===== src/rtl/srg_pkg.sv =====
// Shared types and constants of the stereogram row generator.
// Holds field widths, register codes, the controller command set and the
// status bundle that the datapath returns. No dependencies.
package srg_pkg;

    localparam int DEPTH_W = 8;
    localparam int RGB_W   = 24;
    localparam int COL_W   = 10;
    localparam int REG_W   = 10;
    localparam int ZT_W    = 9;
    localparam int MUQ_W   = 17;
    localparam int DEN_W   = 27;
    localparam int DIV_W   = 28;

    // Probe depth saturates at the number of depth levels (256).
    localparam logic [ZT_W-1:0]  ZT_MAX    = 9'd256;
    localparam logic [REG_W-1:0] EYE_RESET = 10'd248;
    localparam logic [REG_W-1:0] MU_RESET  = 10'd333;

    typedef enum logic {
        REG_EYE_SEP = 1'b0,
        REG_MU      = 1'b1
    } t_reg_idx;

    typedef enum logic {
        OP_LOAD = 1'b0,
        OP_READ = 1'b1
    } t_op;

    typedef enum logic [4:0] {
        C_NOP,
        C_LOAD,
        C_READ,
        C_OUT,
        C_MUQ_SET,
        C_DEN,
        C_LINIT,
        C_COL_RD,
        C_COL_Z,
        C_S_GO,
        C_S_SET,
        C_CHK,
        C_A_SET,
        C_PROBE,
        C_PR_L,
        C_PR_R,
        C_PR_END,
        C_LK_RD,
        C_LK_STEP,
        C_NEXT,
        C_FILL,
        C_FL_L,
        C_FL_C,
        C_DONE
    } t_cmd;

    typedef struct packed {
        logic div_done;
        logic read_ok;
        logic out_free;
        logic x_end;
        logic skip_col;
        logic den_zero;
        logic t_le_x;
        logic xpt_in;
        logic mem_lt_zt;
        logic vis;
        logic zt_sat;
        logic lk_cont;
        logic x_zero;
        logic fl_same;
    } t_stat;

endpackage


===== src/rtl/srg_ctrl.sv =====
// Controller of the stereogram row generator: sequences loads, reads and
// the row build (link pass, probe loop, link walk, colour fill).
// Depends on srg_pkg for the command and status types.
module srg_ctrl (
    input  logic           i_clk,
    input  logic           i_rst_n,
    input  logic           i_valid,
    input  logic           i_op,
    input  logic           i_last,
    input  srg_pkg::t_stat i_stat,
    output logic           o_ready,
    output srg_pkg::t_cmd  o_cmd
);
    import srg_pkg::*;

    typedef enum logic [4:0] {
        S_IDLE, S_RD, S_MUQ, S_DEN, S_LINIT, S_COL, S_COL_Z, S_S, S_S_W,
        S_CHK, S_A_W, S_PROBE, S_PR_L, S_PR_R, S_PR_END, S_LINK, S_LK, S_NEXT,
        S_FILL, S_FL_L, S_FL_C
    } t_state;

    t_state r_state, n_state;

    always_comb begin
        n_state = r_state;
        o_cmd   = C_NOP;
        unique case (r_state)
            S_IDLE: begin
                if (i_valid) begin
                    if (i_op == OP_LOAD) begin
                        o_cmd = C_LOAD;
                        if (i_last) n_state = S_MUQ;
                    end else begin
                        o_cmd = C_READ;
                        if (i_stat.read_ok) n_state = S_RD;
                    end
                end
            end
            S_RD: begin
                if (i_stat.out_free) begin
                    o_cmd   = C_OUT;
                    n_state = S_IDLE;
                end
            end
            S_MUQ: begin
                o_cmd   = C_MUQ_SET;
                n_state = S_DEN;
            end
            S_DEN: begin
                o_cmd   = C_DEN;
                n_state = S_LINIT;
            end
            S_LINIT: begin
                o_cmd = C_LINIT;
                if (i_stat.x_end) n_state = S_COL;
            end
            S_COL: begin
                if (i_stat.x_end) begin
                    n_state = S_FILL;
                end else begin
                    o_cmd   = C_COL_RD;
                    n_state = S_COL_Z;
                end
            end
            S_COL_Z: begin
                o_cmd   = C_COL_Z;
                n_state = S_S;
            end
            S_S: begin
                o_cmd   = C_S_GO;
                n_state = S_S_W;
            end
            S_S_W: begin
                if (i_stat.div_done) begin
                    o_cmd   = C_S_SET;
                    n_state = S_CHK;
                end
            end
            S_CHK: begin
                o_cmd = C_CHK;
                if (i_stat.skip_col) n_state = S_NEXT;
                else if (i_stat.den_zero) n_state = S_PROBE;
                else n_state = S_A_W;
            end
            S_A_W: begin
                if (i_stat.div_done) begin
                    o_cmd   = C_A_SET;
                    n_state = S_PROBE;
                end
            end
            S_PROBE: begin
                o_cmd = C_PROBE;
                if (i_stat.t_le_x) n_state = S_PR_L;
                else if (i_stat.xpt_in) n_state = S_PR_R;
                else n_state = S_PR_END;
            end
            S_PR_L: begin
                o_cmd = C_PR_L;
                if (i_stat.mem_lt_zt && i_stat.xpt_in) n_state = S_PR_R;
                else n_state = S_PR_END;
            end
            S_PR_R: begin
                o_cmd   = C_PR_R;
                n_state = S_PR_END;
            end
            S_PR_END: begin
                o_cmd = C_PR_END;
                if (!i_stat.vis) n_state = S_NEXT;
                else if (!i_stat.zt_sat) n_state = S_PROBE;
                else n_state = S_LINK;
            end
            S_LINK: begin
                o_cmd   = C_LK_RD;
                n_state = S_LK;
            end
            S_LK: begin
                o_cmd = C_LK_STEP;
                if (!i_stat.lk_cont) n_state = S_NEXT;
            end
            S_NEXT: begin
                o_cmd   = C_NEXT;
                n_state = S_COL;
            end
            S_FILL: begin
                if (i_stat.x_zero) begin
                    o_cmd   = C_DONE;
                    n_state = S_IDLE;
                end else begin
                    o_cmd   = C_FILL;
                    n_state = S_FL_L;
                end
            end
            S_FL_L: begin
                o_cmd = C_FL_L;
                if (i_stat.fl_same) n_state = S_FILL;
                else n_state = S_FL_C;
            end
            S_FL_C: begin
                o_cmd   = C_FL_C;
                n_state = S_FILL;
            end
            default: n_state = S_IDLE;
        endcase
    end

    always_ff @(posedge i_clk) begin
        if (!i_rst_n) begin
            r_state <= S_IDLE;
        end else begin
            r_state <= n_state;
        end
    end

    assign o_ready = (r_state == S_IDLE);

endmodule


===== config.mk =====
export PLATFORM = sky130hd
export DESIGN_NAME = srg_ctrl
export DESIGN_NICKNAME = d
export VERILOG_FILES = /design/src/rtl/srg_pkg.sv /design/src/rtl/srg_ctrl.sv
export SDC_FILE = /design/constraint.sdc
export NUM_CORES = 1
export LEC_CHECK = 0
export ABC_AREA = 1
export BUFFER_PORTS_ARGS = -buffer_cell sky130_fd_sc_hd__buf_2
export CAP_MARGIN = 10
export CORE_MARGIN = 5
export CORE_UTILIZATION = 53
export CTS_CLUSTER_DIAMETER = 120
export CTS_CLUSTER_SIZE = 14
export DETAILED_ROUTE_END_ITERATION = 16
export PLACE_DENSITY = 0.9
export SLEW_MARGIN = 10
export SYNTH_ARGS = -nofsm -noshare
export SYNTH_HDL_FRONTEND = slang
export SYNTH_SLANG_ARGS = --single-unit

===== constraint.sdc =====
create_clock -name i_clk -period 2.65 [get_ports i_clk]
set_clock_uncertainty 0.1 [all_clocks]
set_input_delay 0.53 -clock i_clk [delete_from_list [all_inputs] [get_ports i_clk]]
set_output_delay 0.53 -clock i_clk [all_outputs]
set_load 0.1 [all_outputs]

==> flow_summary.rst, run 1 <==
.. list-table::
   :header-rows: 1

   * - Metric
     - Value
   * - Global-route wire length before repair
     - 4190 µm
   * - Count of max-cap constraint violations
     - 0
   * - Achievable Freq
     - 0.382 GHz
   * - Run status
     - complete, no violations
   * - Final critical delay including setup and external delays
     - 2.62 ns
   * - Antenna diode instance count
     - 0
   * - Net total in the final layout
     - 202
   * - Post-synthesis instance total
     - 153
   * - Die area
     - 0.00230 mm²
   * - Clock sinks
     - 5
   * - Synth Register Bits
     - 5
   * - Detailed placer's ending HPWL
     - 2180 µm
   * - Total detailed-routing wirelength
     - 2650 µm
   * - Top cell types by occurrence after synthesis
     - 44 x sky130_fd_sc_hd__nand2_1, 34 x sky130_fd_sc_hd__nor2_1, 16 x sky130_fd_sc_hd__inv_1
   * - Chip height
     - 48.0 µm
   * - Number of global-route vias before repair
     - 1052
   * - Number of vias per cell after detailed routing
     - 5.85
   * - Least-Margin Pin Slew
     - 0.485 ns
   * - CTS-repair resized insts
     - 0
   * - Count of cell types in the netlist
     - 21
   * - CTS Root Cell
     - sky130_fd_sc_hd__clkbuf_4
   * - Dominant cell type by area after synthesis
     - sky130_fd_sc_hd__nand2_1
   * - Min-delay worst type
     - in -> reg
   * - TritonCTS clock tree
     - yes
   * - Regs by FF count
     - r_state: 5 flops
   * - Register containing the most flip-flops in the final layout
     - r_state
   * - Maximum buffer depth of the clock tree
     - 2
   * - Top cells by area in the synthesized netlist
     - sky130_fd_sc_hd__nand2_1 22%, sky130_fd_sc_hd__nor2_1 17%, sky130_fd_sc_hd__dfxtp_1 13%, sky130_fd_sc_hd__nand3_1 7.9%, sky130_fd_sc_hd__inv_1 7.9%
   * - R2R depth
     - 7
   * - Final-report setup violation count
     - 0
   * - Initial antenna violation count
     - 0
   * - Initial core utilization
     - 57.3%
   * - Setup repair after global routing missed its margin
     - no
   * - Power density relative to cell area
     - 396 mW/mm²
   * - Number of cells on the worst hold path
     - 3
   * - Most frequently used cell type in the post-synthesis netlist
     - sky130_fd_sc_hd__nand2_1
   * - Pre-CTS worst setup slack
     - 0.270 ns
   * - Placeable core area
     - 0.00133 mm²
   * - Sum of buffers and inverters on the critical path
     - 1
   * - Count of flip-flops with a built-in enable after synthesis
     - 0
   * - Final worst setup slack
     - 0.0299 ns
   * - Routability congestion estimate
     - 1.02
   * - Number of clock buffers inserted by TritonCTS
     - 3
   * - Sequential cell area fraction in the yosys report
     - 13.1%
   * - Post-synth ARST share
     - 0%
   * - Antenna viol nets, final
     - 0
   * - Total of fill cells in the finished design
     - 122
   * - Worst supply voltage drop on vdd
     - 0.230 mV
   * - Routed length per instance
     - 13.5 µm
   * - Critical path cell sequence
     - nor2_1 -> nand2_2 -> nor2_1 -> a21oi_1 -> o21a_1 -> nand3_1 -> clkbuf_4
   * - Syn-to-layout area delta
     - 25.2%
   * - CP most frequent cell
     - sky130_fd_sc_hd__nor2_1
   * - Number of flip-flops under the largest register name
     - 5
   * - Total number of yosys warnings
     - 0
   * - Number of levels the H-tree was split into
     - 1
   * - Worst Setup Path Type
     - reg -> out
   * - Critical register-to-register path endpoint
     - r_state[4]
   * - Tcrit/Tclk final
     - 98.9%
   * - Synthesized Nets
     - 172
   * - Insertion delay to the later sink of the worst-skew pair
     - 0.24 ns
   * - Number of standard cells in the layout, taps in and fillers out
     - 197
   * - Total global-route track usage
     - 25.8%
   * - Cell total after placement
     - 193
   * - Post-synth top area share
     - 21.6%
   * - Die boundary width
     - 48.0 µm
   * - Reg2reg start
     - r_state[3]
   * - Total via count in the routed design
     - 1152
   * - Final Power
     - 0.379 mW
   * - Num ports
     - 25
   * - End point of the most critical hold path
     - r_state[2]
   * - CP endpoint kind
     - output port
   * - Number of detailed-route iterations in the first pass
     - 5
   * - Worst hold start
     - i_rst_n
   * - Clock-pin slew on the worst setup and hold paths
     - 0.04 ns
   * - First element of the critical path
     - r_state[0]
   * - Pins Over Slew Limit
     - 0
   * - Worst slew margin relative to its limit
     - 67.9%
   * - Input/output buffers
     - 24
   * - CP Max Fanout
     - 5
   * - Count of hold-fix buffers inserted at cts
     - 0
   * - Std-Cell Rows
     - 13
   * - Reg-to-reg setup timing slack
     - 0.92 ns
   * - Syn avg cell area
     - 5.00 µm²
   * - Setup crit start kind
     - flop
   * - Cell area after synthesis
     - 764 µm²
   * - Prevailing post-synth register cell
     - sky130_fd_sc_hd__dfxtp_1
   * - Share of final-layout standard cells stronger than drive strength 1
     - 22.5%
   * - Remaining global-route overflow
     - 0
   * - Post-CTS setup buffer count
     - 0
   * - CP required
     - 2.02 ns
   * - DRC viols
     - 0
   * - Maximum number of pins on one net before global-route repair
     - 8
   * - Detailed Route Iter0 Violations
     - 102
   * - Static Leakage
     - 0.523 nW
   * - Standard cell with the maximum stage delay on the critical path
     - sky130_fd_sc_hd__dfxtp_1
   * - CP delay by family, top
     - simple AND/OR/NAND/NOR gates
   * - Number of hold violations in the final report
     - 0
   * - Maximum single-stage delay on the critical path
     - 0.35 ns
   * - Arrival time of data at the critical path endpoint
     - 1.99 ns
-- area by class of cell --
type / instances / area (µm²) / share of cell area, %
Tap cell: 15 / 18.8 / 1.96
Sequential cell: 5 / 100 / 10.5
Inverter: 19 / 71.3 / 7.45
Multi-Input combinational cell: 129 / 601 / 62.7
Timing Repair Buffer: 25 / 140 / 14.6
Clock buffer: 4 / 26.3 / 2.75
-- tightest hold or removal path: stages --
cell                     delay (ns)
sky130_fd_sc_hd__buf_2         0.07
sky130_fd_sc_hd__inv_1         0.08
sky130_fd_sc_hd__nor2_1        0.10
-- kinds of logic (layout without fill, tap and decap cells) --
group                  after synthesis  count (layout)  synth area share, %
AND/OR/NAND/NOR                    108             108                 61.4
flip-flops                           5               5                 13.1
buffers and inverters               19              48                 9.33
AO/OA/AOI/OAI                       21              21                 16.2
-- cell usage in the layout (no fill, tap or decap) --
master / instances
sky130_fd_sc_hd__a21oi_1: 5
sky130_fd_sc_hd__a31oi_1: 5
sky130_fd_sc_hd__buf_2: 19
sky130_fd_sc_hd__buf_4: 2
sky130_fd_sc_hd__clkbuf_1: 1
sky130_fd_sc_hd__clkbuf_4: 7
sky130_fd_sc_hd__dfxtp_1: 5
sky130_fd_sc_hd__inv_1: 16
sky130_fd_sc_hd__inv_2: 3
sky130_fd_sc_hd__nand2_1: 44
sky130_fd_sc_hd__nand2_2: 3
sky130_fd_sc_hd__nand3_1: 12
sky130_fd_sc_hd__nand3_2: 1
sky130_fd_sc_hd__nand3b_1: 2
sky130_fd_sc_hd__nand4_1: 4
sky130_fd_sc_hd__nor2_1: 33
sky130_fd_sc_hd__nor2_2: 3
sky130_fd_sc_hd__nor2_4: 1
sky130_fd_sc_hd__nor3_1: 2
sky130_fd_sc_hd__nor4_1: 1
sky130_fd_sc_hd__o2111ai_1: 1
sky130_fd_sc_hd__o211ai_1: 1
sky130_fd_sc_hd__o21a_1: 2
sky130_fd_sc_hd__o21ai_0: 6
sky130_fd_sc_hd__o22ai_1: 1
sky130_fd_sc_hd__or2_2: 2
-- through the flow --
stage	util [%]	hold slack [ns]	setup TNS [ns]	area, µm²
2_1_floorplan	-	0.541	-0.00825	769
3_3_place_gp	68.7	0.596	0	916
3_5_place_dp	68.7	0.614	0	916
4_1_cts	70.6	0.468	0	942
5_1_grt	71.8	0.505	0	957
6_report	71.8	0.478	0	957
-- power by group --
part	internal [mW]	switching (mW)
registers	0.0796	0.00632
logic	0.0508	0.153
clock network	0.0570	0.0323
-- how the worst max path moves through the flow --
stage,endpoint,slack (ns),depth (start not counted)
after CTS,o_cmd[2],0.004,7
after detailed placement,o_cmd[2],0.27,7
after global placement,o_cmd[2],0.29,7
after floorplan,o_cmd[0],-0.008,5
final,o_cmd[3],0.03,7
after global routing,o_cmd[3],0.006,7
-- metal layers --
layer  track usage (%)  vias to the layer above  routed length, µm
met5                 0                        -                  0
met2              42.0                       90               1200
li1                  -                      561                  -
met4              16.1                        0                125
met3              4.14                       18                345
met1              31.3                      483                984
Note: power is estimated with default switching activity, not from simulation.
==> inputs of run 2 (changes only) <==
--- a/config.mk
+++ b/config.mk
@@ -9,11 +9,12 @@
 export BUFFER_PORTS_ARGS = -buffer_cell sky130_fd_sc_hd__buf_2
 export CAP_MARGIN = 10
 export CORE_MARGIN = 5
-export CORE_UTILIZATION = 53
+export CORE_UTILIZATION = 55
+export CTS_BUF_LIST = sky130_fd_sc_hd__clkbuf_2
 export CTS_CLUSTER_DIAMETER = 120
 export CTS_CLUSTER_SIZE = 14
 export DETAILED_ROUTE_END_ITERATION = 16
-export PLACE_DENSITY = 0.9
+export PLACE_DENSITY = 0.93
 export SLEW_MARGIN = 10
 export SYNTH_ARGS = -nofsm -noshare
 export SYNTH_HDL_FRONTEND = slang
==> run 2 against run 1 <==
  * Clock power fell by 8.0%
  * Cell count rose by 0.51%
  * First-iteration DRC count rose by 4.9%
  * Via count rose by 4.3%
  * Maximum frequency rose by 2.5%
  * Non-clock buffer count rose by 1
  * Setup slack improved by 0.063 ns
  * Utilization rose by 2.1 points
  * Sequential power fell by 0.5%
  * Clock-buffer cell count did not move
  * Largest cell class unchanged
==> flow_summary.rst, run 2 (synthesis results as in run 1) <==
.. list-table::
   :header-rows: 1

   * - Metric
     - Value
   * - Run status
     - complete, no violations
   * - Die boundary width
     - 47.3 µm
   * - Total of fill cells in the finished design
     - 122
   * - Reg-to-reg setup timing slack
     - 0.93 ns
   * - Number of clock buffers inserted by TritonCTS
     - 3
   * - Initial core utilization
     - 58.7%
   * - Pre-CTS worst setup slack
     - 0.273 ns
   * - Number of global-route vias before repair
     - 1016
   * - Syn-to-layout area delta
     - 25.7%
   * - Routed length per instance
     - 14.3 µm
   * - Power density relative to cell area
     - 389 mW/mm²
   * - Reg2reg start
     - r_state[3]
   * - Final-report setup violation count
     - 0
   * - Detailed Route Iter0 Violations
     - 107
   * - Least-Margin Pin Slew
     - 0.484 ns
   * - Tcrit/Tclk final
     - 96.5%
   * - Clock-pin slew on the worst setup and hold paths
     - 0.08 ns
   * - CTS Root Cell
     - sky130_fd_sc_hd__clkbuf_2
   * - CP Max Fanout
     - 5
   * - Area taken by flip-flops and latches
     - 101 µm²
   * - Critical path cell sequence
     - nand2_1 -> nor2_1 -> inv_1 -> o22ai_1 -> a31oi_1 -> nand4_1 -> clkbuf_4
   * - Count of max-cap constraint violations
     - 0
   * - Regs by FF count
     - r_state: 5 flops
   * - Final critical delay including setup and external delays
     - 2.56 ns
   * - Standard cell with the maximum stage delay on the critical path
     - sky130_fd_sc_hd__dfxtp_1
   * - Worst slew margin relative to its limit
     - 68.0%
   * - Chip height
     - 47.3 µm
   * - Global-route wire length before repair
     - 4400 µm
   * - Num ports
     - 25
   * - Min-delay worst type
     - in -> reg
   * - Die area
     - 0.00224 mm²
   * - CP endpoint kind
     - output port
   * - Comb pwr share
     - 55.2%
   * - Met2 wire length
     - 1290 µm
   * - Count of hold-fix buffers inserted at cts
     - 0
   * - Initial antenna violation count
     - 0
   * - Uppermost layer routed
     - met4
   * - Placeable core area
     - 0.00130 mm²
   * - Hold_ws
     - 0.490 ns
   * - Total global-route track usage
     - 28.2%
   * - Achievable Freq
     - 0.391 GHz
   * - Pins Over Slew Limit
     - 0
   * - Worst hold start
     - i_rst_n
   * - Final worst setup slack
     - 0.0929 ns
   * - Setup crit start kind
     - flop
   * - Switching component of the power
     - 0.202 mW
   * - DRC viols
     - 0
   * - CP required
     - 2.02 ns
   * - Remaining global-route overflow
     - 0
   * - Maximum number of pins on one net before global-route repair
     - 8
   * - Net total in the final layout
     - 203
   * - Insertion delay to the later sink of the worst-skew pair
     - 0.24 ns
   * - Static Leakage
     - 0.531 nW
   * - Maximum buffer depth of the clock tree
     - 2
   * - Register containing the most flip-flops in the final layout
     - r_state
   * - Routed wire length on met3
     - 435 µm
   * - Most frequent standard cell in the layout excluding fill and tap cells
     - sky130_fd_sc_hd__nand2_1
   * - Area taken by multi-input logic gates
     - 598 µm²
   * - Number of hold violations in the final report
     - 0
   * - Number of gates on the worst path with buffers counted
     - 7
   * - Total detailed-routing wirelength
     - 2840 µm
   * - Maximum single-stage delay on the critical path
     - 0.43 ns
   * - First element of the critical path
     - r_state[0]
   * - Sum of buffers and inverters on the critical path
     - 2
   * - Antenna viol nets, final
     - 0
   * - Total via count in the routed design
     - 1202
   * - Setup repair after global routing missed its margin
     - no
   * - Worst Setup Path Type
     - reg -> out
   * - Endpoint of the most critical setup path
     - o_cmd[0]
   * - Arrival time of data at the critical path endpoint
     - 1.93 ns
   * - Clock sinks
     - 5
   * - Int Pwr
     - 0.172 mW
   * - CP delay by family, top
     - buffers and inverters
   * - R2R depth
     - 7
   * - TritonCTS clock tree
     - yes
   * - Final TNS setup
     - 0 ns
   * - Detailed placer's ending HPWL
     - 2340 µm
   * - Reg power frac
     - 22.8%
   * - Number of detailed-route iterations in the first pass
     - 8
   * - Final Power
     - 0.374 mW
   * - Number of levels the H-tree was split into
     - 1
   * - Number of vias per cell after detailed routing
     - 6.07
   * - Input/output buffers
     - 24
   * - Routability congestion estimate
     - 1.06
   * - Worst supply voltage drop on vdd
     - 0.219 mV
   * - Critical register-to-register path endpoint
     - r_state[4]
   * - Final core utilization
     - 73.8%
   * - Antenna diode instance count
     - 0
   * - Number of flip-flops under the largest register name
     - 5
   * - M1 WL
     - 1020 µm
   * - Portion of total power attributed to the clock network
     - 22.0%
   * - Std-Cell Rows
     - 13
   * - Share of final-layout standard cells stronger than drive strength 1
     - 23.5%
   * - Top library cells by usage in the layout, fill and taps aside
     - 44 x sky130_fd_sc_hd__nand2_1, 34 x sky130_fd_sc_hd__nor2_1, 19 x sky130_fd_sc_hd__buf_2
   * - Switching part of the total power
     - 54.1%
[run 2: changes by cell type in the layout (fill, tap and decap cells not counted), sizes merged]
cell	change
clkbuf	-1
buf	+2
[run 2: final cells by class]
class	instances	area share, %
inverter	19	7.42
timing repair buffer	26	15.8
sequential	5	10.5
clock buffer	4	2.08
tap	15	1.95
multi-input combinational	129	62.2
[run 2: tightest hold or removal path, stage by stage]
cell and delay [ns]:
sky130_fd_sc_hd__buf_2 0.08, sky130_fd_sc_hd__inv_1 0.08, sky130_fd_sc_hd__nor2_1 0.10
[run 2: routing by layer]
metal  track usage [%]  vias to the layer above
met5                 0                        -
met1              36.9                      506
li1                  -                      564
met3              1.53                       21
met4              16.6                        0
met2              45.2                      111
[run 2: power groups by stage]
stage	combinational [mW]	clock, mW	sequential, mW
floorplan	0.151	0	0.0854
global placement	0.197	0	0.0861
CTS	0.198	0.0779	0.0852
detailed placement	0.198	0	0.0869
finish	0.207	0.0822	0.0855
global route	0.218	0.0832	0.0861
[run 2: worst min-delay path by stage]
stage | cells after the start | endpoint
finish | 3 | r_state[2]
CTS | 3 | r_state[2]
global route | 3 | r_state[4]
floorplan | 3 | r_state[0]
detailed placement | 4 | r_state[1]
global placement | 4 | r_state[1]
[run 2: repair_timing]
item	CTS	global route
setup endpoints to repair	0	5
resized for setup	0	9
buffers inserted	0	0
[run 2: per-stage QoR]
step                std cells  area, µm²
CTS                       198        943
floorplan                 153        769
global placement          194        923
finish                    198        961
global route              198        961
detailed placement        194        923
==> inputs of run 3 (changes only) <==
==> constraint.sdc (replaced) <==
create_clock -name i_clk -period 2.65 [get_ports i_clk]
set_clock_uncertainty 0.1 [all_clocks]
set_input_delay 0.6625 -clock i_clk [delete_from_list [all_inputs] [get_ports i_clk]]
set_output_delay 0.6625 -clock i_clk [all_outputs]
set_load 0.1 [all_outputs]
==> run 3 against run 2 <==
  * Worst hold slack better by 0.091 ns
  * Total power up 2.4%
  * Setup slack better by 0.058 ns
  * Critical path depth up 1
  * Clock-buffer cell count unchanged
  * Cell count down 1.0%
  * Clock power down 15%
  * First-iteration DRC count up 8.4%
  * Cell area up 5.6%
  * Utilization up 4.1 points
==> flow_summary.rst, run 3 (synthesis results as in run 1) <==
.. list-table::
   :header-rows: 1

   * - Metric
     - Value
   * - Number of vias per cell after detailed routing
     - 5.94
   * - Total global-route track usage
     - 28.0%
   * - Global-route wire length before repair
     - 4490 µm
   * - Post-CTS setup buffer count
     - 0
   * - Total of fill cells in the finished design
     - 108
   * - Run status
     - complete, no violations
   * - Net total in the final layout
     - 201
   * - R2R depth
     - 7
   * - Critical register-to-register path endpoint
     - r_state[4]
   * - Top library cells by usage in the layout, fill and taps aside
     - 42 x sky130_fd_sc_hd__nand2_1, 30 x sky130_fd_sc_hd__nor2_1, 19 x sky130_fd_sc_hd__buf_2
   * - Setup repair after global routing missed its margin
     - no
   * - Reg-to-reg setup timing slack
     - 1.07 ns
   * - Antenna viol nets, final
     - 0
   * - Input/output buffers
     - 24
   * - Clock sinks
     - 5
   * - Static Leakage
     - 0.536 nW
   * - Chip height
     - 47.3 µm
   * - Number of levels the H-tree was split into
     - 1
   * - Least-Margin Pin Slew
     - 0.484 ns
   * - Num ports
     - 25
   * - Area taken by multi-input logic gates
     - 617 µm²
   * - Area taken by flip-flops and latches
     - 105 µm²
   * - Initial core utilization
     - 58.7%
   * - Standard cell with the maximum stage delay on the critical path
     - sky130_fd_sc_hd__dfxtp_1
   * - Maximum single-stage delay on the critical path
     - 0.40 ns
   * - Sum of buffers and inverters on the critical path
     - 2
   * - Critical path cell sequence
     - inv_1 -> nand2_2 -> nor2_1 -> nand2_1 -> nand2_1 -> nor3_1 -> nand4_1 -> buf_12
   * - Detailed Route Iter0 Violations
     - 116
   * - Clock-pin slew on the worst setup and hold paths
     - 0.06 ns
   * - Count of max-cap constraint violations
     - 0
   * - Number of clock buffers inserted by TritonCTS
     - 3
   * - Syn-to-layout area delta
     - 32.7%
   * - Endpoint of the most critical setup path
     - o_cmd[0]
   * - Worst slew margin relative to its limit
     - 68.0%
   * - Pins Over Slew Limit
     - 0
   * - Total via count in the routed design
     - 1165
   * - Antenna diode instance count
     - 0
   * - Routability congestion estimate
     - 1.11
   * - Most frequent standard cell in the layout excluding fill and tap cells
     - sky130_fd_sc_hd__nand2_1
   * - Share of final-layout standard cells stronger than drive strength 1
     - 28.2%
   * - Routed length per instance
     - 14.1 µm
   * - Maximum number of pins on one net before global-route repair
     - 8
   * - CP required
     - 1.89 ns
   * - Setup crit start kind
     - flop
   * - Insertion delay to the later sink of the worst-skew pair
     - 0.21 ns
   * - Count of hold-fix buffers inserted at cts
     - 0
   * - Regs by FF count
     - r_state: 5 flops
   * - Std-Cell Rows
     - 13
   * - CTS Root Cell
     - sky130_fd_sc_hd__clkbuf_2
   * - Die boundary width
     - 47.3 µm
   * - Number of flip-flops under the largest register name
     - 5
   * - Number of global-route vias before repair
     - 1057
   * - Achievable Freq
     - 0.400 GHz
   * - Min-delay worst type
     - reg -> reg
   * - CP endpoint kind
     - output port
   * - Initial antenna violation count
     - 0
   * - Final core utilization
     - 78.0%
   * - CP most frequent cell
     - sky130_fd_sc_hd__nand2_1
   * - Tcrit/Tclk final
     - 94.3%
   * - Final-report setup violation count
     - 0
   * - Final critical delay including setup and external delays
     - 2.50 ns
   * - CP Max Fanout
     - 6
   * - Power density relative to cell area
     - 378 mW/mm²
   * - Number of gates on the worst path with buffers counted
     - 8
   * - Register containing the most flip-flops in the final layout
     - r_state
   * - Arrival time of data at the critical path endpoint
     - 1.74 ns
   * - Reg2reg start
     - r_state[3]
   * - DRC viols
     - 0
   * - TritonCTS clock tree
     - yes
   * - First element of the critical path
     - r_state[3]
   * - Total detailed-routing wirelength
     - 2770 µm
   * - Number of hold violations in the final report
     - 0
   * - Placeable core area
     - 0.00130 mm²
   * - Detailed placer's ending HPWL
     - 2300 µm
   * - Worst supply voltage drop on vdd
     - 0.288 mV
   * - Remaining global-route overflow
     - 0
   * - Final Power
     - 0.383 mW
   * - Number of detailed-route iterations in the first pass
     - 5
   * - CP delay by family, top
     - simple AND/OR/NAND/NOR gates
   * - Maximum buffer depth of the clock tree
     - 2
   * - Die area
     - 0.00224 mm²
   * - Worst Setup Path Type
     - reg -> out
==> run 3: cell types whose count changed in the layout (fill, tap and decap cells not counted), moves of 2 or more <==
cell / change
sky130_fd_sc_hd__buf_12: +4
sky130_fd_sc_hd__nand2_2: +2
sky130_fd_sc_hd__dfxtp_1: -3
sky130_fd_sc_hd__nor2_2: +4
sky130_fd_sc_hd__buf_4: -3
sky130_fd_sc_hd__nand2_1: -2
sky130_fd_sc_hd__clkbuf_4: -2
sky130_fd_sc_hd__dfxtp_2: +3
sky130_fd_sc_hd__nor2_1: -4
==> run 3: metal layers <==
metal	GRT usage [%]	share of wire [%]	vias to the layer above
met5	0	0	-
met4	3.87	2.4	0
met3	5.75	13	14
met2	48.4	48	86
met1	36.4	37	504
li1	-	-	561
==> run 3: power breakdown <==
| group | switching [mW] | internal (mW) | total [mW] |
|---|---|---|---|
| clock | 0.0302 | 0.0399 | 0.0702 |
| combinational | 0.157 | 0.0685 | 0.225 |
| sequential | 0.00753 | 0.0802 | 0.0878 |
==> run 3: worst min-delay path by stage <==
stage                     startpoint          to  slack [ns]  cells past startpoint
after floorplan           r_state[4]  r_state[1]        0.49                      3
after global routing      r_state[4]  r_state[1]        0.63                      3
after CTS                 r_state[4]  r_state[1]        0.60                      3
final                     r_state[4]  r_state[1]        0.58                      3
after global placement    r_state[4]  r_state[1]        0.57                      3
after detailed placement  r_state[4]  r_state[1]        0.59                      3
==> run 3: repair_timing <==
| action | in CTS | in global routing |
|---|---|---|
| hold endpoints to repair | 0 | 0 |
| setup endpoints to repair | 0 | 5 |
| gates resized for setup | 0 | 9 |
==> run 3: through the flow <==
stage | cells | area (µm²) | setup WS, ns | hold WS (ns) | setup TNS (ns)
after floorplan | 153 | 777 | -0.0960 | 0.494 | -0.175
after global placement | 192 | 976 | 0.272 | 0.574 | 0
after detailed placement | 192 | 976 | 0.238 | 0.588 | 0
after CTS | 196 | 996 | 0.00212 | 0.603 | 0
after global routing | 196 | 1010 | 0.0190 | 0.626 | 0
final | 196 | 1010 | 0.151 | 0.581 | 0
==> run 3: cell type report <==
cell class	count	area share [%]
multi-input cells	129	60.8
repair buffers	24	18.0
flip-flops and latches	5	10.4
inverters	19	7.03
clock buffers	4	1.97
well taps	15	1.85
==> run 3: worst register-to-register path: cells and delay by family, from the launching register on <==
kind	cells	cell delay [ns]
DFF	1	0.40
and+or+nand+nor	4	0.57
buffers and inverters	1	0.12
AOI/OAI and AO/OA	2	0.26
